### src/assert_macros.svh
// Assertion macros shared by the RTL
`ifndef ASSERT_MACROS_SVH
`define ASSERT_MACROS_SVH

// cond must never hold outside reset
`define ASSERT_NEVER(lbl, clk, rst, cond) \
  lbl: assert property (@(posedge clk) disable iff (rst) !(cond)) \
    else $error("assertion failed");

// a in this cycle implies c in the next cycle
`define ASSERT_NEXT(lbl, clk, rst, a, c) \
  lbl: assert property (@(posedge clk) disable iff (rst) (a) |=> (c)) \
    else $error("assertion failed");

`endif

### src/rtsn_ram.sv
// Generic single-write, single-read RAM with registered read
module rtsn_ram #(
  parameter int Width = 16,
  parameter int Depth = 64
) (
  input  logic                     clk,
  input  logic                     we,
  input  logic [$clog2(Depth)-1:0] waddr,
  input  logic [Width-1:0]         wdata,
  input  logic [$clog2(Depth)-1:0] raddr,
  output logic [Width-1:0]         rdata
);
  logic [Width-1:0] mem [Depth];

  always_ff @(posedge clk) begin
    if (we) begin
      mem[waddr] <= wdata;
    end
    rdata <= mem[raddr];
  end
endmodule

### config.mk
export PLATFORM = sky130hd
export DESIGN_NAME = rtsn_ram
export DESIGN_NICKNAME = d
export VERILOG_FILES = /design/src/assert_macros.svh /design/src/rtsn_ram.sv
export SDC_FILE = /design/constraint.sdc
export NUM_CORES = 1
export LEC_CHECK = 0
export BUFFER_PORTS_ARGS = -buffer_cell sky130_fd_sc_hd__buf_4
export CORE_MARGIN = 5
export CORE_UTILIZATION = 25
export DETAILED_ROUTE_END_ITERATION = 6
export GPL_TIMING_DRIVEN = 0
export PLACE_DENSITY = 0.36
export SETUP_SLACK_MARGIN = 0.1
export SYNTH_ARGS = -nofsm -noshare
export SYNTH_HDL_FRONTEND = slang
export SYNTH_SLANG_ARGS = --single-unit
### constraint.sdc
create_clock -name clk -period 3.7 [get_ports clk]
set_clock_uncertainty 0.1 [all_clocks]
set_input_delay 0 -clock clk [delete_from_list [all_inputs] [get_ports clk]]
set_output_delay 0 -clock clk [all_outputs]
set_load 0.05 [all_outputs]
Word-level counts from Yosys, hierarchy flattened
Memory sizes are Yosys's and may differ from the RTL's. A register that Yosys moved wholly into a read port is not among the register bits.
Cells that the tools add are included.
{"block": "totals", "ff_bits": 0, "latch_bits": 0, "mem_bits_rw": 1024, "mem_bits_ro": 0, "in_bits": 30, "output_inout_bits": 16, "wordCells": 3, "mem_count": 1}
{"memory": "mem", "depth": 64, "width": 16, "read_ports": 1, "rd_ports_with_merged_regs": 1, "wr": 1, "line_no": "rtsn_ram.sv:13", "text": "logic [Width-1:0] mem [Depth];"}
{"block": "classes", "n_addsub": 0, "mul": 0, "div_mod_pow": 0, "n_lt_le_gt_ge": 0, "eq_ne": 0, "n_shift": 0, "muxes": 2, "n_bitwise": 0, "reduce_logical": 0}
{"operator": "2-to-1 mux 1 bit", "count": 2}

Logic depth before layout (Yosys ltp)
{"block": "depth", "ltp_word": 2, "depth_mapped": 10, "mapped_depth_nobuf": 5}

Least setup slack after synthesis
OpenSTA, ideal clock, no wires.
{"block": "synth_path", "path_type": "input -> register", "from": "input waddr[3]", "to": "memory mem[48][0], enable pin", "setup_ps": 409, "arrival_time_ps": 1626, "required_time_ps": 3191, "setup_slack_ps": 1565, "path_stages": 4, "cell_sequence": "clkbuf_1 -> nor2b_1 -> nand4b_1 -> nor3_1"}
{"item": "from (decl)", "line_no": "rtsn_ram.sv:8", "text": "input logic [$clog2(Depth)-1:0] waddr,"}
{"item": "to (decl)", "line_no": "rtsn_ram.sv:13"}
Straight into the memory's write port.

Worst setup path in the final report
{"block": "layout_path", "from": "input waddr[1]", "to": "memory mem[23][5], enable pin"}
Straight into the memory's write port.

==> flow_summary.ini <==
[sta]
min_period_ns = 3.202
rsz0062_at_grt = no
fin_ws_ns = 0.4979
hold_viol_final = 0
max_slew_margin_pct = 10.76
whs_ns = 0.2756
setup_viol = 0
max_freq_mhz = 312.3
fin_tns_setup_ns = 0
final_max_slew_viol_count = 0
post-route-period-util_pct = 86.54
tightest_slew_ns = 1.335

[yosys]
syn_area_sq_um = 40040
ys_types = 43
synth-seq-area-share_pct = 77.59
ys_seq_elements = 1040
synth_edf_count = 1024
synth-async-reset-ratio_pct = 0
yosysTopAreaCellShare_pct = 76.79
avgSynthCellArea_sq_um = 21.89
yosysWarnings = 0
yosys.area.top_type = edfxtp_1
syn_inst = 1829
synthFlopType = edfxtp_1
synth.area.top_cells = edfxtp_1 77%, mux4_2 12%, mux2i_1 2.1%, dfxtp_1 0.80%, mux2_2 0.76%
syn-num-nets = 1859

[cells_and_area]
seq_area_sq_um = 31070
final_area_sq_um = 48030
area_growth_syn_to_layout_pct = 19.94
final_cells = 4250
drive_above_1_share_pct = 29.59
multi_input_area_sq_um = 8404
fillers = 15360
final_net_count = 2103
postLayoutCoreUtil_pct = 30.25

[power_and_ir_drop]
clockPowerShare_pct = 42.6
power_mw = 25.46
power_leakage_nw = 14.88
internal_power_mw = 19.71
vdd_drop_max_mv = 0.3903
p_sw_mw = 5.755
switching_share_pct = 22.60
p_seq_share_pct = 51.3
combPwrFrac_pct = 6.1
powerDensity_nw_per_um2 = 530.1

[drt]
drc = 0
route.antenna.remaining_nets = 0
first_pass_iters = 7
via_per_inst = 4.613
wl_um = 124300
num_vias = 19610
drt_iter0_drc = 1783
wire_per_inst_um = 29.25

[clock_network]
cts_buffer_depth = 3
cts-buffers-inserted = 116
cts.htree.levels = 3
clock_sink_count = 1040
postCtsSetupRepairBufs = 0
cts_resized = 0
root_buffer = clkbuf_16
cts_tree = built
clk_latency_ns = 0.72
path_clk_slew_ns = 0.06

[global_route]
grt_pass1_wl_um = 171500
grt_usage_pct = 14.68
grt.overflow.total = 0
grt_pass1_vias = 20580
antenna_found_initial = 16
grtUsageMet3_pct = 2.714
grt_use_met2_pct = 23.82
use_met1_pct = 20.40
busiest_layer = met2
grt_max_degree = 65

[setup_path]
reg2regPathDepth = 5
critPathArrivalTime_ns = 3.51
crit_required_ns = 4.01
critPathLaunchType = input pin
worst-path-max-fanout = 10
rrSetupSlack_ns = 0.87
path_class = in2reg
timing.rr.start = mem[23][1]
endpoint = mem[23][5]
reg2reg_to = rdata[1]
end_kind = flip-flop
setup.worst_path.start = waddr[1]

[floorplan]
die_y_um = 410.2
io_pins = 46
num_rows = 146
dieArea_sq_um = 168300
die_x_um = 410.2
core_sq_um = 158700
start_util_pct = 25.22

[placed_design]
dpl-instance-area_sq_um = 44240
pre_cts_ws_ns = 0.2389
dp.cells = 4003
dp_hpwl_um = 82240
gp_routability_congestion = 0.7965
io_buffers = 38

[run_status]
status = finished, final reports clean

[flow_run]
maxCapViolCount = 0

[min_path]
min_path_type = in2reg
[critical path: stages]
cell	delay (ns)
dlygate4sd3_1	0.52
clkbuf_1	0.48
nand4_1	1.18
nor2_2	1.06
buf_8	0.24
[metal layers]
metal  vias up  routed length (um)
met1     10690               55900
met2       549               59070
met5         -                   0
met3       147                6420
met4         0                2932
li1       8223                   -
[flip-flops by register name, indices dropped and copies added (netlist names)]
| name | flops |
|---|---|
| mem | 1024 |
| rdata | 16 |
[cell usage after synthesis (3+ instances only)]
master / count
a22oi_1: 39
a211o_1: 8
nor4_2: 3
nand2b_1: 3
a311oi_1: 8
o21ai_0: 5
a22o_1: 6
a211oi_1: 8
mux2_2: 27
a221oi_1: 16
nand3_1: 24
mux4_2: 220
buf_1: 3
a221o_1: 6
nand2_1: 59
clkbuf_1: 24
a41oi_1: 5
mux2i_1: 85
buf_6: 17
mux4_1: 4
dfxtp_1: 16
a21oi_1: 17
edfxtp_1: 1024
nand4_1: 12
nor2_1: 72
buf_2: 36
nor2b_1: 30
a31oi_1: 8
buf_4: 13
buf_8: 3
and4_1: 5
buf_12: 5
o21ai_1: 3
[worst min-delay path by stage]
stage | startpoint | end | cells past startpoint | slack (ns)
after floorplan | wdata[0] | mem[0][0] | 0 | -0.001
after global placement | rdata[5] | rdata[5] | 1 | 0.36
after detailed placement | rdata[8] | rdata[8] | 1 | 0.35
after CTS | raddr[3] | rdata[10] | 5 | 0.18
after global routing | raddr[3] | rdata[10] | 5 | 0.24
final | waddr[4] | mem[49][0] | 3 | 0.28
[logic make-up (layout without fill, tap and decap cells)]
family                 count (synthesis)  count (layout)  synth area share (%)
DFF                                 1040            1040                 77.59
muxes                                336             336                 15.52
and+or+nand+nor                      220             220                 2.647
AOI/OAI and AO/OA                    129             129                 2.409
buffers and inverters                104             448                 1.831
other                                  0               5                     0
[cell usage in the layout, fill, tap and decap left out, drive strengths merged, types with 27 or more instances in the layout]
master | Yosys | final
edfxtp | 1024 | 1024
mux4 | 224 | 224
buf | 77 | 179
clkbuf | 27 | 175
mux2i | 85 | 85
nor2 | 74 | 74
nand2 | 60 | 60
clkinv | 0 | 58
a22oi | 39 | 39
nor2b | 30 | 30
mux2 | 27 | 27
[layout make-up]
type                       instances  share of cell area (%)
antenna                            5                 0.02605
multi-input combinational        685                   17.50
tap                             2072                   5.398
timing repair buffer             126                   3.496
buffer                           104                   1.527
clock buffer                     148                   6.383
sequential                      1040                   64.69
clock inverter                    70                  0.9770
[repair_timing]
item                                     CTS  global route
endpoints found under the setup margin     0             0
hold buffers                              24             0
hold endpoints to repair                1089             0
[power by group through the flow]
stage / combinational (mW) / sequential [mW] / clock, mW
final: 1.55 / 13.1 / 10.8
after CTS: 1.60 / 13.1 / 11.2
after floorplan: 0.675 / 13.4 / 0
after detailed placement: 1.58 / 13.3 / 0
after global placement: 1.53 / 13.3 / 0
after global routing: 1.64 / 13.1 / 11.7
(Power assumes the default switching activity.)
