File: src/assert_macros.svh
// Assertion macros shared by the RTL
`ifndef ASSERT_MACROS_SVH
`define ASSERT_MACROS_SVH

// cond must never hold outside reset
`define ASSERT_NEVER(lbl, clk, rst, cond) \
  lbl: assert property (@(posedge clk) disable iff (rst) !(cond)) \
    else $error("assertion failed");

// a in this cycle implies c in the next cycle
`define ASSERT_NEXT(lbl, clk, rst, a, c) \
  lbl: assert property (@(posedge clk) disable iff (rst) (a) |=> (c)) \
    else $error("assertion failed");

`endif

File: src/rtsn_pkg.sv
// Shared types and constants for the row top-k sparsifier
package rtsn_pkg;

  localparam int MaxRow  = 64;
  localparam int ColW    = $clog2(MaxRow);
  localparam int CntW    = ColW + 1;
  localparam int ValW    = 16;
  localparam int SumW    = ValW + ColW;
  localparam int QW      = ValW + 1;
  localparam int NumW    = 2 * ValW + 1;
  localparam int DivCntW = $clog2(QW);

  localparam logic CFG_K   = 1'b0;
  localparam logic CFG_LEN = 1'b1;

  typedef struct packed {
    logic            valid;
    logic [ValW-1:0] value;
    logic [ColW-1:0] col;
  } cell_data_t;

  typedef struct packed {
    logic ins;
    logic pop;
  } cell_ctrl_t;

  typedef enum logic [2:0] {
    S_IDLE,
    S_POP,
    S_READ,
    S_CALC,
    S_DIV,
    S_OUT
  } state_t;

endpackage

File: src/rtsn_div.sv
// Restoring divider, one quotient bit per cycle
module rtsn_div (
  input  logic                     clk,
  input  logic                     rst,
  input  logic                     start,
  input  logic [rtsn_pkg::NumW-1:0] num,
  input  logic [rtsn_pkg::SumW-1:0] den,
  output logic                     done,
  output logic [rtsn_pkg::QW-1:0]   quot
);
  import rtsn_pkg::*;

  logic               busy;
  logic [DivCntW-1:0] cnt;
  logic [SumW-1:0]    rem;
  logic [SumW:0]      sh;
  logic [SumW:0]      diff;
  logic               ge;

  assign sh   = {rem, quot[QW-1]};
  assign diff = sh - {1'b0, den};
  assign ge   = sh >= {1'b0, den};

  always_ff @(posedge clk) begin
    if (rst) begin
      busy <= 1'b0;
      done <= 1'b0;
      cnt  <= '0;
    end else begin
      done <= 1'b0;
      if (start) begin
        rem  <= SumW'(num[NumW-1:QW]);
        quot <= num[QW-1:0];
        cnt  <= '0;
        busy <= 1'b1;
      end else if (busy) begin
        rem  <= ge ? diff[SumW-1:0] : sh[SumW-1:0];
        quot <= {quot[QW-2:0], ge};
        cnt  <= cnt + 1'b1;
        if (cnt == DivCntW'(QW - 1)) begin
          busy <= 1'b0;
          done <= 1'b1;
        end
      end
    end
  end
endmodule

File: config.mk
export PLATFORM = sky130hd
export DESIGN_NAME = rtsn_div
export DESIGN_NICKNAME = d
export VERILOG_FILES = /design/src/assert_macros.svh /design/src/rtsn_pkg.sv /design/src/rtsn_div.sv
export SDC_FILE = /design/constraint.sdc
export NUM_CORES = 1
export LEC_CHECK = 0
export BUFFER_PORTS_ARGS = -buffer_cell sky130_fd_sc_hd__buf_4
export CAP_MARGIN = 20
export CORE_AREA = 3 3 97 99
export CTS_BUF_LIST = sky130_fd_sc_hd__clkbuf_16
export DETAILED_ROUTE_END_ITERATION = 8
export DIE_AREA = 0 0 100 102
export HOLD_SLACK_MARGIN = 0.15
export PLACE_DENSITY = 0.65
export SETUP_SLACK_MARGIN = 0.15
export SKIP_LAST_GASP = 1
export SLEW_MARGIN = 20
export SYNTH_ARGS = -nofsm -noshare
export SYNTH_HDL_FRONTEND = slang
export SYNTH_SLANG_ARGS = --single-unit
export TNS_END_PERCENT = 30
File: constraint.sdc
create_clock -name clk -period 6.6 [get_ports clk]
set_clock_uncertainty 0.2 [all_clocks]
set_input_delay 1.32 -clock clk [delete_from_list [all_inputs] [get_ports clk]]
set_output_delay 1.32 -clock clk [all_outputs]
set_load 0.02 [all_outputs]
Word level (Yosys, flattened, before mapping)
Index checks and enable logic that the tools add are counted.
{ "totals": {"output_inout_bits": 18, "reg_bits": 46, "in_bits": 58} }
{ "op_classes": {"addsub": 2, "n_eq_ne": 1, "n_mux": 9, "magnitude_cmp": 1, "n_reduce_logical": 4, "n_bitwise": 2} }
{ "op_table": {"columns": ["operator", "count"], "rows": [
  ["22-bit two-way mux", 2],
  ["17-bit two-way mux", 2],
  ["23-bit by 22-bit greater-or-equal comparator with 1-bit output", 1],
  ["22-bit subtractor", 1],
  ["16-bit two-way mux", 1],
  ["5-bit by 1-bit adder with 5-bit output (second input constant)", 1],
  ["5-bit equality test (second input constant)", 1],
  ["1-bit two-way mux", 4],
  ["3-bit OR reduction", 1],
  ["1-bit inverter", 2],
  ["2-bit AND reduction", 1],
  ["2-bit nonzero test", 1],
  ["2-bit OR reduction", 1]
]} }

Longest topological paths before layout
Gate-level depths: netlist of run 1.
{ "logic_depth": {"ltp_word": 4, "ltp_mapped": 12} }

Worst setup path before layout of run 1
No wires, ideal clock.
{ "synth_path": {"kind": "input port to flip-flop", "from": "in start", "to": "reg quot[0] (netlist bit), enable pin", "setup_slack_ps": 2115, "cell_stages": 5, "required_time_ps": 5965, "arrival_time_ps": 3849, "path_cell_list": "clkbuf_1 -> clkbuf_1 -> clkbuf_1 -> nor2_1 -> nor2_1"} }
{ "synth_via": {"elab_chain_cells": 2} }
{ "synth_rtl": {"columns": ["element", "line", "text"], "rows": [
  ["start, declared", "rtsn_div.sv:5", "input logic start,"],
  ["2-bit nonzero test (no line)", null, null],
  ["2-bit AND reduction (no line)", null, null],
  ["end signal, assigned", "rtsn_div.sv:33", "quot <= num[QW-1:0];"],
  ["end signal, assigned", "rtsn_div.sv:38", "quot <= {quot[QW-2:0], ge};"],
  ["end, declared", "rtsn_div.sv:9", "output logic [rtsn_pkg::QW-1:0] quot"]
]} }
No other way between the ends.
A chain may end at the register's enable or synchronous reset.

Worst setup path after layout of run 1
{ "layout_path": {"from": "in den[16] (netlist bit)", "to": "reg rem[5], data pin"} }
{ "layout_via": {"elab_chain_cells": 4} }
{ "layout_rtl": {"columns": ["element", "line", "text"], "rows": [
  ["start, declared", "rtsn_div.sv:7", "input logic [rtsn_pkg::SumW-1:0] den,"],
  ["23-bit by 22-bit greater-or-equal comparator with 1-bit output", "rtsn_div.sv:22", "assign ge = sh >= {1'b0, den};"],
  ["22-bit two-way mux", "rtsn_div.sv:37", "rem <= ge ? diff[SumW-1:0] : sh[SumW-1:0];"],
  ["22-bit two-way mux", "rtsn_div.sv:36", "end else if (busy) begin"],
  ["16-bit two-way mux", "rtsn_div.sv:31", "if (start) begin"],
  ["end signal, assigned", "rtsn_div.sv:32", "rem <= SumW'(num[NumW-1:QW]);"],
  ["end signal, assigned", "rtsn_div.sv:37", null],
  ["end, declared", "rtsn_div.sv:15", "logic [SumW-1:0] rem;"]
]} }
No other way between the ends. The select of a mux whose other input is x is not followed.

==> metrics.yaml, run 1 <==
ys_ff_latch: 46
wl_met3_um: 305
ioPinCount: 76
postCtsHoldBufs: 0
grt_max_degree: 53
post_cts.repair.setup_buffers: 0
layout-drive-gt1-share: 0.3128
setup_viol: 0
rows: 34
crit_path_end_kind: "flip-flop"
syn_inst: 339
synth_edf_count: 39
fp.dieW_um: 100
vdd_drop_max_v: 0.0001658
n_antenna_cell: 0
drtAntennaViolNets: 0
synth_area_mm2: 0.003451
async_flop_share: 0
die_area_mm2: 0.01020
max_freq_mhz: 228.4
place_inst: 505
wl_met1_um: 3542
grt_usage: 0.1526
slowest_stage: "a21boi_4"
p_leak_nw: 1.826
port-buffer-count: 75
power.density_mw_per_mm2: 229.1
via_per_inst: 5.304
cts_buffers: 5
finalCriticalPeriod_ps: 4378
yosys-top-cells-area: "edfxtp_1 34%, mux2_2 12%, ha_1 8.7%"
drc_errors: 0
fin_crit_sh: 0.6633
antenna_found_initial: 0
start_util: 0.3996
synth.top_cell.area_share: 0.3394
ys.flop_type: "edfxtp_1"
cts_tree: "built"
rsz0062_at_grt: "false"
first_pass_iters: 4
worstSetupPathType: "input pin to flip-flop"
dpl_worst_slack_ps: 1941
cp-start-kind: "input pin"
grt_pass1_wl_um: 12650
gr-total-overflow: 0
synth_top_area_cell: "edfxtp_1"
htreeDepth: 2
gp_congestion: 0.8194
grt_pass1_vias: 2680
synth_warnings: 0
wl_met2_um: 3724
slew_viol_final: 0
hold_violations: 0
dp_hpwl_um: 5804
postSynthNetCount: 422
synth_commonest_cells: "39 x edfxtp_1, 36 x mux2_2, 27 x inv_1, 24 x ha_1, 20 x nand2_1"
synth.distinct_cells: 53
instances_no_fill: 514
clockRootBuffer: "clkbuf_16"
avgSynthCellArea_um2: 10.18
cp_max_fo: 27
clockBufferDepth: 2
cp.required_ps: 6430
path_common_cell: "mux2_2"
worst_slack_ps: 2222
ys_seq_area_frac: 0.3800
cp.arrival_ps: 4210
wl_per_cell_um: 14.96
worst_slew_pin_slew_ps: 901.3
cts.sinks: 46
path_cells: "buf_4 -> inv_1 -> ha_1 -> a21o_1 -> a221oi_1 -> o21ai_1 -> a31oi_1 -> a21boi_4 -> mux2_2 -> mux2_2"
die_y_um: 102
status: "finished clean"
max_cap_viol_count: 0
top_layer_used: "met4"
cts-resized-gates: 0
syn_to_final_growth_pct: 23.89
routed_wl_um: 7690
core-area_mm2: 0.008636
drt_iter0_markers: 136
hp-class: "flip-flop to flip-flop"
yosysMostFrequentCell: "edfxtp_1"
vias: 2726
tns_ps: 0
final_nets: 488
slowest_delay_ps: 780
max-slew-margin-rel: 0.3976
path_clk_slew_ps: 70
clk_latency_ps: 280
## cells by family (layout without fill, tap and decap cells)
group                      count (synthesis)  count (layout)  share of synthesized area
muxes                                     44              44                     0.1436
DFF                                       46              46                     0.3800
and+or+nand+nor                           83              83                     0.1276
adders and majority gates                 25              25                    0.09282
buffers and inverters                     44             111                    0.05185
AOI/OAI and AO/OA                         76              76                     0.1508
xor gates and xnor gates                  21              21                    0.05330
## critical path, delay by kind of cell
kind            cells  cell delay, ps
buf+inv             2             110
fa+ha+maj           1             420
compound gates      5            1680
mux                 2             680
## power by group
group	total, W	leakage, nW	internal (W)	switching [W]
Clock	0.000287	0.0842	0.000179	0.000108
Sequential	0.000363	0.430	0.000349	0.0000135
Combinational	0.000330	1.31	0.000163	0.000167
Total	0.000979	1.83	0.000691	0.000288
## through the flow
step,utilization,hold WS (ps),power (W),area [um^2]
detailed placement,0.4723,293.2,0.0006942,4079
finish,0.4951,306.3,0.0009795,4275
floorplan,-,255.5,0.0006082,3451
global placement,0.4723,304.4,0.0006902,4079
CTS,0.4919,307.8,0.0009859,4248
global route,0.4951,337.0,0.001040,4275
## cell type report
type / count / area [um^2]
flip-flops and latches: 46 / 1311
repair buffers: 76 / 590.6
multi-input cells: 249 / 1968
clock inverters: 3 / 43.79
fillers: 828 / 4360
inverters: 27 / 101.3
clock buffers: 5 / 125.1
well taps: 108 / 135.1
## per-layer routing
layer  vias to the layer above  GRT usage
met5                         -          0
met4                         0    0.04456
met2                        58     0.2499
li1                       1383          -
met3                        10    0.02594
met1                      1275     0.2088
## placed cells by master, fill, tap and decap left out, types with 2 or more instances in the layout
cell type / Yosys / final
buf_4: 0 / 75
edfxtp_1: 39 / 39
mux2_2: 36 / 36
inv_1: 27 / 27
ha_1: 24 / 24
nand2_1: 20 / 20
a21oi_1: 17 / 17
o21ai_0: 16 / 16
nor2_1: 16 / 15
a21o_1: 11 / 11
xnor2_1: 11 / 11
nand4_1: 10 / 10
xor2_1: 10 / 10
nand3b_1: 8 / 8
dfxtp_1: 7 / 7
o211ai_1: 6 / 6
mux2i_1: 6 / 6
clkbuf_16: 0 / 5
nor3_1: 4 / 4
nor2b_1: 3 / 3
o21a_1: 3 / 3
nand3_1: 3 / 3
nor4_1: 3 / 3
and2_1: 2 / 2
a31oi_1: 2 / 2
o31a_1: 2 / 2
or3_1: 2 / 2
or2_2: 2 / 2
and3_1: 2 / 2
or4_1: 2 / 2
a221oi_1: 2 / 2
o21ai_1: 2 / 2
nand2b_1: 2 / 2
mux2_4: 2 / 2
o21bai_1: 2 / 2
a211oi_1: 2 / 2
## worst paths after layout
check / from / endpoint / slack (ps) / cells after the start
max: den[16] / rem[5]$_DFFE_PP_ / 2220 / 10
min: cnt[3]$_SDFFE_PP0P_ / done$_SDFF_PP0_ / 310 / 1
min reg2reg: cnt[3]$_SDFFE_PP0P_ / done$_SDFF_PP0_ / 310 / 1
max reg2reg: rem[15]$_DFFE_PP_ / rem[5]$_DFFE_PP_ / 2960 / 8
## state kept, by name, summed over array words and instances (netlist names)
register and flops:
cnt 5, busy 1, done 1, rem 22, quot 17
No activity file was read; power rests on OpenSTA's default activity.
==> run 2: changes to the inputs <==
--- a/config.mk
+++ b/config.mk
@@ -12,7 +12,7 @@
 export DETAILED_ROUTE_END_ITERATION = 8
 export DIE_AREA = 0 0 100 102
 export HOLD_SLACK_MARGIN = 0.15
-export PLACE_DENSITY = 0.65
+export PLACE_DENSITY = 0.68
 export SETUP_SLACK_MARGIN = 0.15
 export SKIP_LAST_GASP = 1
 export SLEW_MARGIN = 20
==> constraint.sdc (replaced) <==
create_clock -name clk -period 4.02 [get_ports clk]
set_clock_uncertainty 0.2 [all_clocks]
set_input_delay 0.804 -clock clk [delete_from_list [all_inputs] [get_ports clk]]
set_output_delay 0.804 -clock clk [all_outputs]
set_load 0.02 [all_outputs]
==> run 2 against run 1 <==
Sequential cell count is the same. Non-clock buffer count is 5 higher. Die area did not move. Final cell count increased by 0.97%. Worst hold slack worse by 3.9 ps. Combinational power is 66% higher. Global-route usage increased by 1.1 points. Register-to-register slack lost 2200 ps. Clock power rose by 44%. Sequential power is 64% higher. Sequential share of layout area about the same. Critical endpoint is now rem[3]$_DFFE_PP_.
==> metrics.yaml, run 2 (synthesis results as in run 1) <==
gp_congestion: 0.8543
max-slew-margin-rel: 0.6012
postCtsHoldBufs: 0
place_inst: 511
htreeDepth: 2
start_util: 0.3996
max_cap_viol_count: 0
instances_no_fill: 519
drt_iter0_markers: 123
clockBufferDepth: 2
drtAntennaViolNets: 0
p_leak_nw: 1.838
syn_to_final_growth_pct: 24.00
cts-resized-gates: 0
cp.required_ps: 3860
fp.dieW_um: 100
vdd_drop_max_v: 0.0001716
gr-total-overflow: 0
n_antenna_cell: 0
max_freq_mhz: 288.8
final_nets: 493
worst_slew_pin_slew_ps: 598.1
largest_reg_flops: 22
die_y_um: 102
crit_path_end_kind: "flip-flop"
cp-start-kind: "input pin"
slew_viol_final: 0
setup_viol: 0
finalCriticalPeriod_ps: 3462
path_clk_slew_ps: 70
final_common_cell: "buf_4"
wl_per_cell_um: 15.44
first_pass_iters: 4
rsz0062_at_grt: "false"
status: "finished clean"
grt_max_degree: 53
vias: 2810
fin_crit_sh: 0.8612
die_area_mm2: 0.01020
clockRootBuffer: "clkbuf_16"
cp.arrival_ps: 3300
hold_violations: 0
antenna_found_initial: 0
dp_hpwl_um: 6121
power.density_mw_per_mm2: 363.8
worstSetupPathType: "input pin to flip-flop"
rows: 34
cp_max_fo: 17
regMostFlops: "rem"
grt_pass1_wl_um: 13490
core-area_mm2: 0.008636
via_per_inst: 5.414
tns_ps: 0
post_cts.repair.setup_buffers: 0
clk_latency_ps: 290
layout-drive-gt1-share: 0.3187
grt_usage: 0.1636
drc_errors: 0
cts.sinks: 46
cts_tree: "built"
port-buffer-count: 75
grt_pass1_vias: 2853
cts_buffers: 5
routed_wl_um: 8012
hp-class: "flip-flop to flip-flop"
mostFrequentLayoutCells: "80 x buf_4, 39 x edfxtp_1, 36 x mux2_2"
reg_top3: "rem: 22 flops, quot: 17 flops, cnt: 5 flops"
ioPinCount: 76
## run 2: per-layer routing
metal,GRT usage,part of all wire,up-vias
met2,0.2750,0.49,63
li1,-,-,1397
met4,0.04974,0.016,0
met1,0.2178,0.46,1337
met3,0.02662,0.036,13
met5,0,0,-
## run 2: through the flow
step | power [W] | worst slack (ps) | instance area (um^2) | hold slack (ps) | util
5_1_grt | 0.001652 | 349.4 | 4279 | 329.5 | 0.4955
6_report | 0.001557 | 557.8 | 4279 | 302.4 | 0.4955
2_1_floorplan | 0.0009982 | 501.3 | 3453 | 255.5 | -
3_5_place_dp | 0.001153 | 282.7 | 4136 | 289.5 | 0.4790
4_1_cts | 0.001569 | 588.4 | 4279 | 305.9 | 0.4955
3_3_place_gp | 0.001143 | 325.1 | 4136 | 292.8 | 0.4790
## run 2: final cells by class
class | count | area, um^2
fill | 845 | 4357
clock inverter | 3 | 17.52
tap | 108 | 135.1
clock buffer | 5 | 125.1
inverter | 27 | 101.3
multi-input combinational | 249 | 1968
sequential | 46 | 1311
timing repair buffer | 81 | 620.6
## run 2: worst max-delay path: stages
cell	delay, ps
buf_4	80
inv_1	30
ha_1	410
and3_1	240
a221oi_1	250
o21ai_1	110
a31oi_1	270
a21boi_4	230
buf_4	260
mux2_2	360
mux2_2	250
## run 2: worst paths after layout
kind | slack (ps) | end | startpoint | cells after the start
worst max-delay path | 560 | rem[3]$_DFFE_PP_ | den[17] | 11
worst min-delay path | 300 | done$_SDFF_PP0_ | cnt[4]$_SDFFE_PP0P_ | 2
worst max register to register | 770 | rem[13]$_DFFE_PP_ | rem[13]$_DFFE_PP_ | 9
worst min register to register | 300 | done$_SDFF_PP0_ | cnt[4]$_SDFFE_PP0P_ | 2
## run 2: where the power goes
group          internal (W)  total [W]  switching (W)
registers          0.000573   0.000595      0.0000219
logic              0.000275   0.000548       0.000273
clock network      0.000229   0.000414       0.000185
total               0.00108    0.00156       0.000480
