<file path="src/assert_macros.svh">
// Assertion macros shared by the RTL
`ifndef ASSERT_MACROS_SVH
`define ASSERT_MACROS_SVH

// cond must never hold outside reset
`define ASSERT_NEVER(lbl, clk, rst, cond) \
  lbl: assert property (@(posedge clk) disable iff (rst) !(cond)) \
    else $error("assertion failed");

// a in this cycle implies c in the next cycle
`define ASSERT_NEXT(lbl, clk, rst, a, c) \
  lbl: assert property (@(posedge clk) disable iff (rst) (a) |=> (c)) \
    else $error("assertion failed");

`endif

</file>
<file path="src/rtsn_pkg.sv">
// Shared types and constants for the row top-k sparsifier
package rtsn_pkg;

  localparam int MaxRow  = 64;
  localparam int ColW    = $clog2(MaxRow);
  localparam int CntW    = ColW + 1;
  localparam int ValW    = 16;
  localparam int SumW    = ValW + ColW;
  localparam int QW      = ValW + 1;
  localparam int NumW    = 2 * ValW + 1;
  localparam int DivCntW = $clog2(QW);

  localparam logic CFG_K   = 1'b0;
  localparam logic CFG_LEN = 1'b1;

  typedef struct packed {
    logic            valid;
    logic [ValW-1:0] value;
    logic [ColW-1:0] col;
  } cell_data_t;

  typedef struct packed {
    logic ins;
    logic pop;
  } cell_ctrl_t;

  typedef enum logic [2:0] {
    S_IDLE,
    S_POP,
    S_READ,
    S_CALC,
    S_DIV,
    S_OUT
  } state_t;

endpackage

</file>
<file path="src/rtsn_cell.sv">
// One cell of the sorted insertion chain
module rtsn_cell (
  input  logic                clk,
  input  logic                rst,
  input  rtsn_pkg::cell_ctrl_t ctrl,
  input  rtsn_pkg::cell_data_t new_data,
  input  rtsn_pkg::cell_data_t prev_data,
  input  logic                prev_take,
  input  rtsn_pkg::cell_data_t next_data,
  output rtsn_pkg::cell_data_t data,
  output logic                take
);
  import rtsn_pkg::*;

  assign take = ctrl.ins && (!data.valid || new_data.value > data.value);

  always_ff @(posedge clk) begin
    if (rst) begin
      data.valid <= 1'b0;
    end else if (ctrl.pop) begin
      data <= next_data;
    end else if (take) begin
      data <= prev_take ? prev_data : new_data;
    end
  end
endmodule

</file>
<file path="config.mk">
export PLATFORM = sky130hd
export DESIGN_NAME = rtsn_cell
export DESIGN_NICKNAME = d
export VERILOG_FILES = /design/src/assert_macros.svh /design/src/rtsn_pkg.sv /design/src/rtsn_cell.sv
export SDC_FILE = /design/constraint.sdc
export NUM_CORES = 1
export LEC_CHECK = 0
export ABC_AREA = 1
export BUFFER_PORTS_ARGS = -buffer_cell sky130_fd_sc_hd__buf_2
export CORE_ASPECT_RATIO = 1.5
export CORE_MARGIN = 10
export CORE_UTILIZATION = 40
export CTS_CLUSTER_DIAMETER = 80
export DETAILED_ROUTE_END_ITERATION = 6
export PLACE_DENSITY = 0.83
export SLEW_MARGIN = 20
export SYNTH_ARGS = -nofsm -noshare
export SYNTH_HDL_FRONTEND = slang
export SYNTH_SLANG_ARGS = --single-unit
</file>
<file path="constraint.sdc">
create_clock -name clk -period 3.8 [get_ports clk]
set_input_delay 0.57 -clock clk [delete_from_list [all_inputs] [get_ports clk]]
set_output_delay 0.57 -clock clk [all_outputs]
set_load 0.05 [all_outputs]
</file>
# Word level (Yosys, flattened, before mapping)
# Cells that the tools add are included.
# op_classes
order_cmp	1
mux	3
bitwise	1
reduce_logical	5
# op_table
operator	n
$mux W23	3
$gt A16 B16 Y1	1
$reduce_and A2 Y1	1
$reduce_bool A2 Y1	1
$logic_and A1 B1 Y1	1
$logic_not A1 Y1	1
$logic_or A1 B1 Y1	1
$not A1 Y1	1
# word_totals
register_bits	23
in_bits	74
output_inout_bits	24
elab_cells	13

# Depth between registers and ports, before layout
# Gate-level depths: netlist of run 1.
# logic_depth
word_depth	5
mapped_depth	16
ltp_nobuf	16

# Worst setup path before layout of run 1
# No wires, ideal clock.
# synth_timing
kind	register -> register
startpoint	reg data[21] (netlist bit)
endpoint	reg data[0] (netlist bit) (enable)
setup_time_ns	0.409
arrival_time_ns	2.679
required_ns	3.391
setup_slack_ns	0.713
stages_incl_launch_ff	13
n_path_buf	0
period_less_slack_ns	3.087
path_cell_list	edfxtp_1 -> inv_1 -> ha_1 -> nand2_1 -> inv_2 -> nand3_1 -> nor2_2 -> nand2_1 -> nand2_1 -> nand2_1 -> nand2_1 -> nand2_2 -> a21oi_1
# synth_via
elab_chain_len	5
# synth_rtl
element	line	source
start, declared	rtsn_cell.sv:10	output rtsn_pkg::cell_data_t data,
start signal, assigned	rtsn_cell.sv:21	data <= next_data;
start signal, assigned	rtsn_cell.sv:23	data <= prev_take ? prev_data : new_data;
$gt A16 B16 Y1	rtsn_cell.sv:15	assign take = ctrl.ins && (!data.valid || new_data.value > data.value);
$logic_or A1 B1 Y1	rtsn_cell.sv:15	
$logic_and A1 B1 Y1	rtsn_cell.sv:15	
$reduce_bool A2 Y1 (no line)	n/a	
$reduce_and A2 Y1 (no line)	n/a	
# Every way passes these cells.
# A chain may end at the register's enable or synchronous reset.

# Worst setup path after layout of run 1
# layout_timing
startpoint	in new_data[21] (netlist bit)
endpoint	out take
# layout_via
elab_chain_len	3
# layout_rtl
element	line	source
start, declared	rtsn_cell.sv:6	input rtsn_pkg::cell_data_t new_data,
$gt A16 B16 Y1	rtsn_cell.sv:15	
$logic_or A1 B1 Y1	rtsn_cell.sv:15	
$logic_and A1 B1 Y1	rtsn_cell.sv:15	
end, declared	rtsn_cell.sv:11	output logic take
# Every way passes these cells.

==> results of run 1 <==
-- cell families (layout without fill, tap and decap cells) --
family	Yosys count	count (layout)	synth area share
simple gates	80	80	0.194
buf+inv	35	129	0.0833
fa+ha+maj	16	16	0.123
compound gates	55	55	0.180
flops	23	23	0.419
-- metrics by stage --
| stage | setup slack, ns | hold slack (ns) | util | area [sq um] |
|---|---|---|---|---|
| 2_1_floorplan | 0.713 | 0.734 | - | 1620 |
| 3_3_place_gp | 1.25 | 0.542 | 0.547 | 2150 |
| 3_5_place_dp | 1.25 | 0.564 | 0.547 | 2150 |
| 4_1_cts | 1.25 | 0.585 | 0.558 | 2190 |
| 5_1_grt | 1.12 | 0.601 | 0.558 | 2190 |
| 6_report | 1.26 | 0.581 | 0.558 | 2190 |
-- metal layers --
metal / share of wire / vias to the layer above / GRT usage / routed length, um
li1: - / 881 / - / -
met1: 0.38 / 775 / 0.147 / 1950
met2: 0.53 / 63 / 0.264 / 2720
met4: 0.010 / 0 / 0.0374 / 53
met3: 0.076 / 6 / 0.0486 / 387
met5: 0 / - / 0 / 0
-- final cells by class --
cell class	instances	area, sq um
fillers	413	1730
clock buffers	4	45.0
multi-input cells	151	811
inverters	26	97.6
repair buffers	99	500
well taps	45	56.3
flip-flops and latches	23	681
-- critical path, cell delays in order --
cell,delay [ns]
buf_2,0.11
ha_1,0.29
nand2_1,0.09
inv_2,0.07
nand3_1,0.09
nor2_2,0.12
nand2_1,0.07
nand2_1,0.05
nand2_1,0.05
nand2_1,0.07
nand2_2,0.07
inv_1,0.05
buf_2,0.26
-- path summary, 6_finish.rpt --
kind | to | cells past startpoint
max | take | 13
min | data[22] | 2
max reg2reg | data[12] | 13
min reg2reg | data[22] | 2
-- placed cells by master (no fill, tap or decap), types with 2 or more instances in the layout --
cell / count
clkbuf_8: 3
edfxtp_1: 22
nand3_1: 4
buf_2: 97
nand2_2: 2
buf_4: 2
nand2_1: 45
a21oi_2: 3
inv_1: 24
a21oi_1: 48
ha_1: 16
nor2_1: 27
-- power groups by stage --
stage / Clock [mW] / Combinational, mW / Sequential (mW)
2_1_floorplan: 0 / 0.0940 / 0.379
3_3_place_gp: 0 / 0.235 / 0.314
3_5_place_dp: 0 / 0.241 / 0.315
4_1_cts: 0.159 / 0.242 / 0.309
5_1_grt: 0.171 / 0.266 / 0.311
6_report: 0.154 / 0.239 / 0.309
==> key figures, run 1 <==
Yosys
  • Post-synth ARST share: 0
  • Count of different cell masters after synthesis: 21
  • Syn Area/Cell: a little under 8 sq um
  • Yosys top cell area share: 0.407
  • Net Count, Synth: 299
  • Most common cell in the netlist: a21oi_1
  • Synthesis Warnings: 0
  • Area leader, netlist: edfxtp_1
  • Post-synth top cells: a21oi_1 (49), nand2_1 (45), nor2_1 (27)
  • Most used DFF post-synth: edfxtp_1
  • Cells after synthesis: 209
  • Sequential element share of the synthesized area: 0.419
  • Area contributors post-synth: edfxtp_1 (41%), a21oi_1 (15%), ha_1 (12%)
  • Register bit total from synthesis: 23
  • Number of synthesized flops with an enable pin: 22
  • Post-Synthesis Cell Area: ~1600 sq um

Die
  • Die Area: just over 7000 sq um
  • Total core area: ~3900 sq um
  • Die H: 98.0 um
  • DIE WIDTH: about 72 um
  • Starting Density: 0.414
  • Ports: 98
  • FP Rows: 28

Job
  • Max Cap Viol: 0

Power and ir drop
  • Seq pwr share: 0.440
  • Leak: 1.15 nW
  • Cell-internal power: 0.457 mW
  • Peak VDD IR: between 0.2 and 0.25 mV
  • Combinational share of power: 0.340
  • Total Power: 0.702 mW
  • Switching Share: 0.349
  • Switch Pwr: around 0.24 mW
  • Pwr dens: 320 nW/um^2
  • Clk pwr share: 0.220

Clock network
  • Clock latency at the later pin of the worst-skew pair: 0.26 ns
  • Clock-pin slew on the worst setup and hold paths: 0.08 ns
  • Clock Path Buffers: 2
  • CTS H-tree lvls: 1
  • Hold-fix buffers at CTS: 0
  • Cts repair resizes: 0
  • Clock Root Buffer: clkbuf_8
  • Postcts setup bufs: 0
  • CTS tree: built
  • CTS Buf Count: 3
  • Clk sinks: 23

Timing
  • Hold Violations, Final: 0
  • Relative slew slack: 0.480
  • Fin crit share: 0.668
  • RSZ-0062 raised after global routing: no
  • Final setup vio count: 0
  • Final Max Slew Viols: 0
  • Setup TNS: 0 ns
  • Final Skew: 0.00405 ns
  • Peak Freq: 0.394 GHz
  • Minimum clock period: around 2.5 ns
  • Slew @ Worst Pin: 0.779 ns

Drt
  • DRC Markers: 0
  • Via count: 1725
  • Drt first pass iters: 4
  • DRT iter0 DRCs: 68
  • Antenna-violating nets left: 0
  • Vias per cell: 4.96
  • Drt wl/cell: 14.7 um
  • Detailed-route wire length: approximately 5100 um

Worst hold path
  • Hold Startpoint: data[22]
  • Hold Crit Class: flip-flop to flip-flop

Global route
  • Number of global-route vias before repair: 1882
  • Initial antenna violation count: 0
  • Largest net degree at the start of global routing: 26
  • Global-route wire length before repair: 8470 um
  • GRT overflow: 0
  • All-Layer GR Usage: 0.143

Cells and area
  • Top flop regs: data x23
  • Antenna Cells: 0
  • Fin nets: 394
  • Post-Layout Cell Count: around 350
  • Most flops, register: data
  • P&R area growth vs syn: 35.0%
  • Share of cells above drive strength 1: 0.363
  • Max reg flops: 23

Setup path
  • Kind of critical path: input port to output port
  • CP startpoint: new_data[21]
  • Reg2Reg Setup Slack: about 1.7 ns
  • Data required, critical path: 3.23 ns
  • Reg-to-Reg Start: data[21]
  • Max FO, Critical Path: 3
  • Crit path arrival time: 1.97 ns
  • Crit. End Element: output port
  • Worst setup SP type: input port

Status
  • Run status: finished clean

Placed design
  • Final GP Congestion: 0.788
  • Port Buffers: 97
  • Number of placed cells counting well taps: 344
  • Post-detail-place hpwl: 4080 um
(Power assumes the default switching activity.)
==> run 2: changes to the inputs <==
- CORE_UTILIZATION: 40 -> 39
- PLACE_DENSITY: 0.83 -> 0.84
- clock period: 3.8 -> 2.1 ns (I/O delays scaled with it)
==> run 2 against run 1 <==
  * The flow now finishes with violations (negative setup slack)
  * Clock skew grew 0.0042 ns
  * Sequential power grew 82%
  * Largest power group unchanged
  * Critical endpoint is now data[1]
  * Die area grew 1.9%
  * Design area grew 11%
  * Clock power grew 86%
==> key figures, run 2 (same netlist as run 1, synthesis figures left out) <==
Status
  • Run status: complete, but fails checks (was finished clean)
  • Failing checks: negative setup slack

Die
  • Ports: 98 (unchanged)
  • Die H: 99.0 um (was 98.0 um)
  • DIE WIDTH: 72.7 um (was 72.0 um)
  • Total core area: 3990 sq um (was 3920 sq um)
  • Starting Density: 0.406 (was 0.414)
  • FP Rows: 28 (unchanged)
  • Die Area: 7190 sq um (was 7060 sq um)

Setup path
  • CP delay by family, top: simple AND/OR/NAND/NOR gates (unchanged)
  • Crit path arrival time: 2.14 ns (was 1.97 ns)
  • Max FO, Critical Path: 6 (was 3)
  • CP startpoint: data[7] (was new_data[21])
  • Reg-to-Reg Start: data[7] (was data[21])
  • Cell mode on critical path: nand2_1 (unchanged)
  • Kind of critical path: flip-flop to flip-flop (was input port to output port)
  • Crit. End Element: flip-flop (was output port)
  • CP peak stage delay: 0.37 ns (was 0.29 ns)
  • Worst setup SP type: flip-flop (was input port)
  • Slowest CP cell: edfxtp_1 (was ha_1)
  • Sum of buffers and inverters on the critical path: 3 (was 4)
  • Data required, critical path: 2.09 ns (was 3.23 ns)
  • Worst-path cell chain: inv_2 -> ha_4 -> nand2_2 -> nand2_2 -> nand2_1 -> nand2_1 -> nand2_1 -> nand2_1 -> nand2_1 -> nand2_1 -> nand2_1 -> nand2_1 -> nand2_2 -> buf_6 -> a21oi_4 -> clkbuf_16 (was buf_2 -> ha_1 -> nand2_1 -> inv_2 -> nand3_1 -> nor2_2 -> nand2_1 -> nand2_1 -> nand2_1 -> nand2_1 -> nand2_2 -> inv_1 -> buf_2)

Power and ir drop
  • Clk pwr share: 0.211 (was 0.220)
  • Pwr dens: 557 nW/um^2 (was 320 nW/um^2)
  • Leak: 1.21 nW (was 1.15 nW)
  • Switching Share: 0.356 (was 0.349)
  • Switch Pwr: 0.483 mW (was 0.245 mW)
  • Seq pwr share: 0.414 (was 0.440)
  • Combinational share of power: 0.375 (was 0.340)
  • Cell-internal power: 0.872 mW (was 0.457 mW)
  • Peak VDD IR: 0.528 mV (was 0.223 mV)

Clock network
  • Clock latency at the later pin of the worst-skew pair: 0.27 ns (was 0.26 ns)
  • CTS H-tree lvls: 1 (unchanged)
  • Hold-fix buffers at CTS: 0 (unchanged)
  • CTS tree: built (unchanged)
  • Clock Root Buffer: clkbuf_8 (unchanged)
  • Clock-pin slew on the worst setup and hold paths: 0.09 ns (was 0.08 ns)
  • Clk sinks: 23 (unchanged)
  • CTS Buf Count: 3 (unchanged)
  • Clock Path Buffers: 2 (unchanged)

Cells and area
  • Antenna Cells: 0 (unchanged)
  • P&R area growth vs syn: 50.0% (was 35.0%)
  • Most flops, register: data (unchanged)
  • Top flop regs: data x23 (unchanged)
  • Max reg flops: 23 (unchanged)
  • Most frequent cells in the layout: buf_2 (96), a21oi_1 (47), nand2_1 (41) (was buf_2 (97), a21oi_1 (48), nand2_1 (45))
  • Share of cells above drive strength 1: 0.444 (was 0.363)
  • Fin nets: 402 (was 394)
  • Most common cell after layout, fill and taps aside: buf_2 (unchanged)
  • Fillers: 379 (was 413)
  • Design Area, Final: 2430 sq um (was 2190 sq um)

Placed design
  • Post-detail-place hpwl: 4330 um (was 4080 um)
  • Final GP Congestion: 0.799 (was 0.788)
  • Post-place setup slack: 0.0560 ns (was 1.25 ns)
  • Port Buffers: 97 (unchanged)
  • DP Area: 2210 sq um (was 2150 sq um)

Drt
  • Detailed-route wire length: 5510 um (was 5120 um)
  • DRT iter0 DRCs: 47 (was 68)
  • DRC Markers: 0 (unchanged)
  • Drt wl/cell: 15.5 um (was 14.7 um)
  • Via count: 1762 (was 1725)
  • Vias per cell: 4.95 (was 4.96)
  • Antenna-violating nets left: 0 (unchanged)
  • Drt first pass iters: 4 (unchanged)

Timing
  • Final setup vio count: 8 (was 0)
  • Slew @ Worst Pin: 0.495 ns (was 0.779 ns)
  • Final worst slack: -0.0426 ns (was 1.26 ns)
  • Fin crit share: 1.02
  • Hold Violations, Final: 0 (unchanged)
  • Relative slew slack: 0.670 (was 0.480)
  • Final Skew: 0.00828 ns (was 0.00405 ns)
  • Final Max Slew Viols: 0 (unchanged)
  • RSZ-0062 raised after global routing: yes (was no)
  • Minimum clock period: approximately 2.1 ns
  • Peak Freq: 0.467 GHz

Global route
  • Number of global-route vias before repair: 1839 (was 1882)
  • Global-route wire length before repair: 8360 um (was 8470 um)
  • Initial antenna violation count: 0 (unchanged)
  • GRT overflow: 0 (unchanged)
  • Largest net degree at the start of global routing: 24 (was 26)
  • All-Layer GR Usage: 0.144 (was 0.143)

Job
  • Max Cap Viol: 0 (unchanged)

Worst hold path
  • Hold Startpoint: ctrl[1] (was data[22])
  • Hold Crit Class: input port to flip-flop (was flip-flop to flip-flop)
## run 2: cell count changes in the layout (fill, tap and decap cells not counted), sizes merged
cell	previous run	this run
clkinv	1	2
buf	99	106
## run 2: metrics by stage
stage / utilization / instances / power (mW) / setup TNS [ns] / hold WS, ns
final: 0.609 / 356 / 1.35 / -0.222 / 0.353
after global routing: 0.609 / 356 / 1.43 / -4.17 / 0.361
after floorplan: - / 209 / 0.859 / -6.42 / 0.479
after global placement: 0.554 / 348 / 1.01 / 0 / 0.557
after CTS: 0.579 / 354 / 1.32 / -0.0122 / 0.349
after detailed placement: 0.554 / 348 / 1.03 / 0 / 0.558
## run 2: path summary, 6_finish.rpt
| kind | cells after the start | to | slack [ns] |
|---|---|---|---|
| worst max-delay path | 16 | data[1] | -0.04 |
| worst min-delay path | 3 | data[22] | 0.35 |
| worst max register to register | 16 | data[1] | -0.04 |
| worst min register to register | 2 | data[22] | 0.58 |
## run 2: metal layers
layer	track usage	vias up	wire length, um
met4	0.0484	0	95
li1	-	901	-
met2	0.266	59	3020
met1	0.139	794	1960
met3	0.0522	8	434
met5	0	-	0
## run 2: area by class of cell
class                      count  area [sq um]  area share
timing repair buffer         107           613       0.252
sequential                    23           681       0.280
tap                           45          56.3      0.0231
inverter                      26          97.6      0.0401
clock buffer                   3          41.3      0.0170
clock inverter                 1          5.00     0.00206
multi-input combinational    151           940       0.386
## run 2: what timing repair did
item	4_1_cts	5_1_grt
cloned	0	1
resized for setup	9	14
endpoints found under the hold margin	0	0
setup buffers	2	1
endpoints found under the setup margin	1	23
pin swaps	3	10
## run 2: power groups by stage
stage               registers (mW)  clock network (mW)  logic [mW]
CTS                          0.560               0.286       0.475
detailed placement           0.570                   0       0.455
floorplan                    0.684                   0       0.175
finish                       0.561               0.286       0.508
global placement             0.569                   0       0.445
global route                 0.566               0.313       0.555
## run 2: worst reg2reg max path: stages (launching register included)
cell	delay, ns
edfxtp_1	0.37
inv_2	0.05
ha_4	0.26
nand2_2	0.05
nand2_2	0.06
nand2_1	0.05
nand2_1	0.05
nand2_1	0.05
nand2_1	0.05
nand2_1	0.05
nand2_1	0.06
nand2_1	0.04
nand2_1	0.06
nand2_2	0.07
buf_6	0.12
a21oi_4	0.26
clkbuf_16	0.21
==> run 3: changes to the inputs <==
- CORE_UTILIZATION: 39 -> 40
- CTS_BUF_LIST: default -> sky130_fd_sc_hd__clkbuf_4
- PLACE_DENSITY: 0.84 -> 0.86
==> run 3 against run 2 <==
  * The run still ends with negative setup slack left
  * Register-to-register slack improved by 0.05 ns
  * Total power decreased by 6.3%
  * Combinational power fell by 4%
  * Utilization shrank 1.6 points
  * Final cell count is 1.1% lower
  * Routed wire length decreased by 1.3%
  * Die area down 1.9%
  * Clock skew decreased by 0.0063 ns
  * First-iteration DRC count fell by 15%
  * Clock power down 23%
  * Largest power group unchanged
  * Highest routed layer unchanged
==> key figures, run 3 (same netlist as run 1, synthesis figures left out) <==
Cells and area
  • P&R area growth vs syn: 43.6% (was 50.0%)
  • Antenna Cells: 0 (unchanged)
  • Fillers: 380 (was 379)
  • Fin nets: 398 (was 402)
  • Multi-input gate area in the final layout: 912 sq um (was 940 sq um)
  • Most flops, register: data (unchanged)
  • Top flop regs: data x23 (unchanged)
  • Share of cells above drive strength 1: 0.423 (was 0.444)
  • Max reg flops: 23 (unchanged)
  • FF+latch area: 681 sq um (unchanged)
  • Most frequent cells in the layout: buf_2 (96), a21oi_1 (45), nand2_1 (43) (was buf_2 (96), a21oi_1 (47), nand2_1 (41))
  • Most common cell after layout, fill and taps aside: buf_2 (unchanged)

Global route
  • Largest net degree at the start of global routing: 26 (was 24)
  • Number of global-route vias before repair: 1950 (was 1839)
  • Global-route wire length before repair: 8760 um (was 8360 um)
  • GRT overflow: 0 (unchanged)
  • All-Layer GR Usage: 0.150 (was 0.144)
  • Initial antenna violation count: 0 (unchanged)

Die
  • FP Rows: 28 (unchanged)
  • DIE WIDTH: 72.0 um (was 72.7 um)
  • Die H: 98.0 um (was 99.0 um)
  • Ports: 98 (unchanged)
  • Die Area: 7060 sq um (was 7190 sq um)
  • Starting Density: 0.414 (was 0.406)
  • Total core area: 3920 sq um (was 3990 sq um)

Timing
  • Fin crit share: 1.04 (was 1.02)
  • Slew @ Worst Pin: 0.463 ns (was 0.495 ns)
  • WHS: 0.279 ns (was 0.353 ns)
  • Final Max Slew Viols: 0 (unchanged)
  • Minimum clock period: 2.19 ns (was 2.14 ns)
  • Final setup vio count: 1 (was 8)
  • Hold Violations, Final: 0 (unchanged)
  • RSZ-0062 raised after global routing: yes (unchanged)
  • Relative slew slack: 0.691 (was 0.670)
  • Final worst slack: -0.0913 ns (was -0.0426 ns)
  • Final Skew: 0.00195 ns (was 0.00828 ns)
  • Peak Freq: 0.456 GHz (was 0.467 GHz)

Placed design
  • Post-detail-place hpwl: 4330 um (about the same)
  • Port Buffers: 97 (unchanged)
  • Post-place setup slack: 0.0277 ns (was 0.0560 ns)
  • Final GP Congestion: 0.802 (was 0.799)

Drt
  • DRT iter0 DRCs: 40 (was 47)
  • Via count: 1774 (was 1762)
  • Drt wl/cell: 15.5 um (about the same)
  • Drt first pass iters: 4 (unchanged)
  • Vias per cell: 5.04 (was 4.95)
  • DRC Markers: 0 (unchanged)
  • Detailed-route wire length: 5440 um (was 5510 um)
  • Antenna-violating nets left: 0 (unchanged)

Setup path
  • Slowest CP cell: edfxtp_1 (unchanged)
  • Crit. End Element: output port (was flip-flop)
  • Data required, critical path: 1.78 ns (was 2.09 ns)
  • Max FO, Critical Path: 2 (was 6)
  • Sum of buffers and inverters on the critical path: 3 (unchanged)
  • Kind of critical path: flip-flop to output port (was flip-flop to flip-flop)
  • CP delay by family, top: simple AND/OR/NAND/NOR gates (unchanged)
  • CP peak stage delay: 0.40 ns (was 0.37 ns)
  • Worst-path cell chain: inv_1 -> ha_1 -> nand2_1 -> nand2_1 -> nand3_1 -> nand2_1 -> a21oi_2 -> nand2_1 -> nand2_1 -> nand2_1 -> nand2_2 -> inv_2 -> buf_8 (was inv_2 -> ha_4 -> nand2_2 -> nand2_2 -> nand2_1 -> nand2_1 -> nand2_1 -> nand2_1 -> nand2_1 -> nand2_1 -> nand2_1 -> nand2_1 -> nand2_2 -> buf_6 -> a21oi_4 -> clkbuf_16)
  • Worst setup SP type: flip-flop (unchanged)
  • Crit path arrival time: 1.88 ns (was 2.14 ns)
  • Reg2Reg Setup Slack: 0.01 ns (was -0.04 ns)
  • Cell mode on critical path: nand2_1 (unchanged)

Job
  • Max Cap Viol: 0 (unchanged)

Clock network
  • Clock latency at the later pin of the worst-skew pair: 0.32 ns (was 0.27 ns)
  • CTS H-tree lvls: 1 (unchanged)
  • CTS tree: built (unchanged)
  • Clock Path Buffers: 2 (unchanged)
  • Clk sinks: 23 (unchanged)
  • CTS Buf Count: 3 (unchanged)
  • Clock Root Buffer: clkbuf_4 (was clkbuf_8)
  • Clock-pin slew on the worst setup and hold paths: 0.12 ns (was 0.09 ns)

Power and ir drop
  • Leak: 1.18 nW (was 1.21 nW)
  • Total Power: 1.27 mW (was 1.35 mW)
  • Peak VDD IR: 0.388 mV (was 0.528 mV)
  • Pwr dens: 545 nW/um^2 (was 557 nW/um^2)

Status
  • Run status: complete, but fails checks (unchanged)
  • Failing checks: negative setup slack (unchanged)

Worst hold path
  • Hold Crit Class: input port to flip-flop (unchanged)
run 3: changes by cell type in the layout (fill, tap and decap cells not counted), moves of 2 or more:
cell	delta
clkbuf_8	-3
nand2_2	-3
a21oi_2	+2
ha_4	-2
buf_6	-2
ha_1	+2
clkbuf_4	+4
nand2_1	+2
a21oi_1	-2
run 3: tightest hold or removal path: stages:
cell and delay (ns):
buf_2 0.10, o31ai_1 0.07, a21oi_2 0.09
run 3: where the power goes:
| group | leakage (nW) | switching (mW) | internal (mW) |
|---|---|---|---|
| clock | 0.0184 | 0.133 | 0.0873 |
| sequential | 0.217 | 0.0142 | 0.546 |
| combinational | 0.945 | 0.311 | 0.178 |
| total | 1.18 | 0.458 | 0.811 |
run 3: worst paths after layout:
| path | cells after the start | endpoint | start |
|---|---|---|---|
| worst max register to register | 14 | data[10] | data[21] |
| worst min-delay path | 3 | data[22] | ctrl[1] |
| worst max-delay path | 13 | take | data[15] |
| worst min register to register | 2 | data[22] | data[22] |
run 3: metal layers:
metal,wire [um],track usage,part of all wire,vias up
li1,-,-,-,890
met1,1990,0.151,0.36,800
met2,2930,0.283,0.54,77
met3,436,0.0436,0.080,7
met4,85,0.0463,0.016,0
met5,0,0,0,-
run 3: area by class of cell:
class | instances | area share
Clock buffer | 4 | 0.0129
Inverter | 26 | 0.0419
Multi-Input combinational cell | 151 | 0.392
Sequential cell | 23 | 0.292
Tap cell | 45 | 0.0242
Timing Repair Buffer | 103 | 0.237
run 3: timing repair:
| item | in CTS | in global routing |
|---|---|---|
| buffers inserted | 1 | 0 |
| pin swaps | 5 | 8 |
| endpoints found under the setup margin | 1 | 23 |
| resized for setup | 10 | 9 |
| hold buffers | 0 | 0 |
run 3: metrics by stage:
| step | utilization | cell area, sq um | setup TNS (ns) | instances |
|---|---|---|---|---|
| 2_1_floorplan | - | 1640 | -6.42 | 209 |
| 3_3_place_gp | 0.559 | 2190 | 0 | 347 |
| 3_5_place_dp | 0.559 | 2190 | 0 | 347 |
| 4_1_cts | 0.583 | 2290 | -0.716 | 352 |
| 5_1_grt | 0.594 | 2330 | -2.93 | 352 |
| 6_report | 0.594 | 2330 | -0.0913 | 352 |
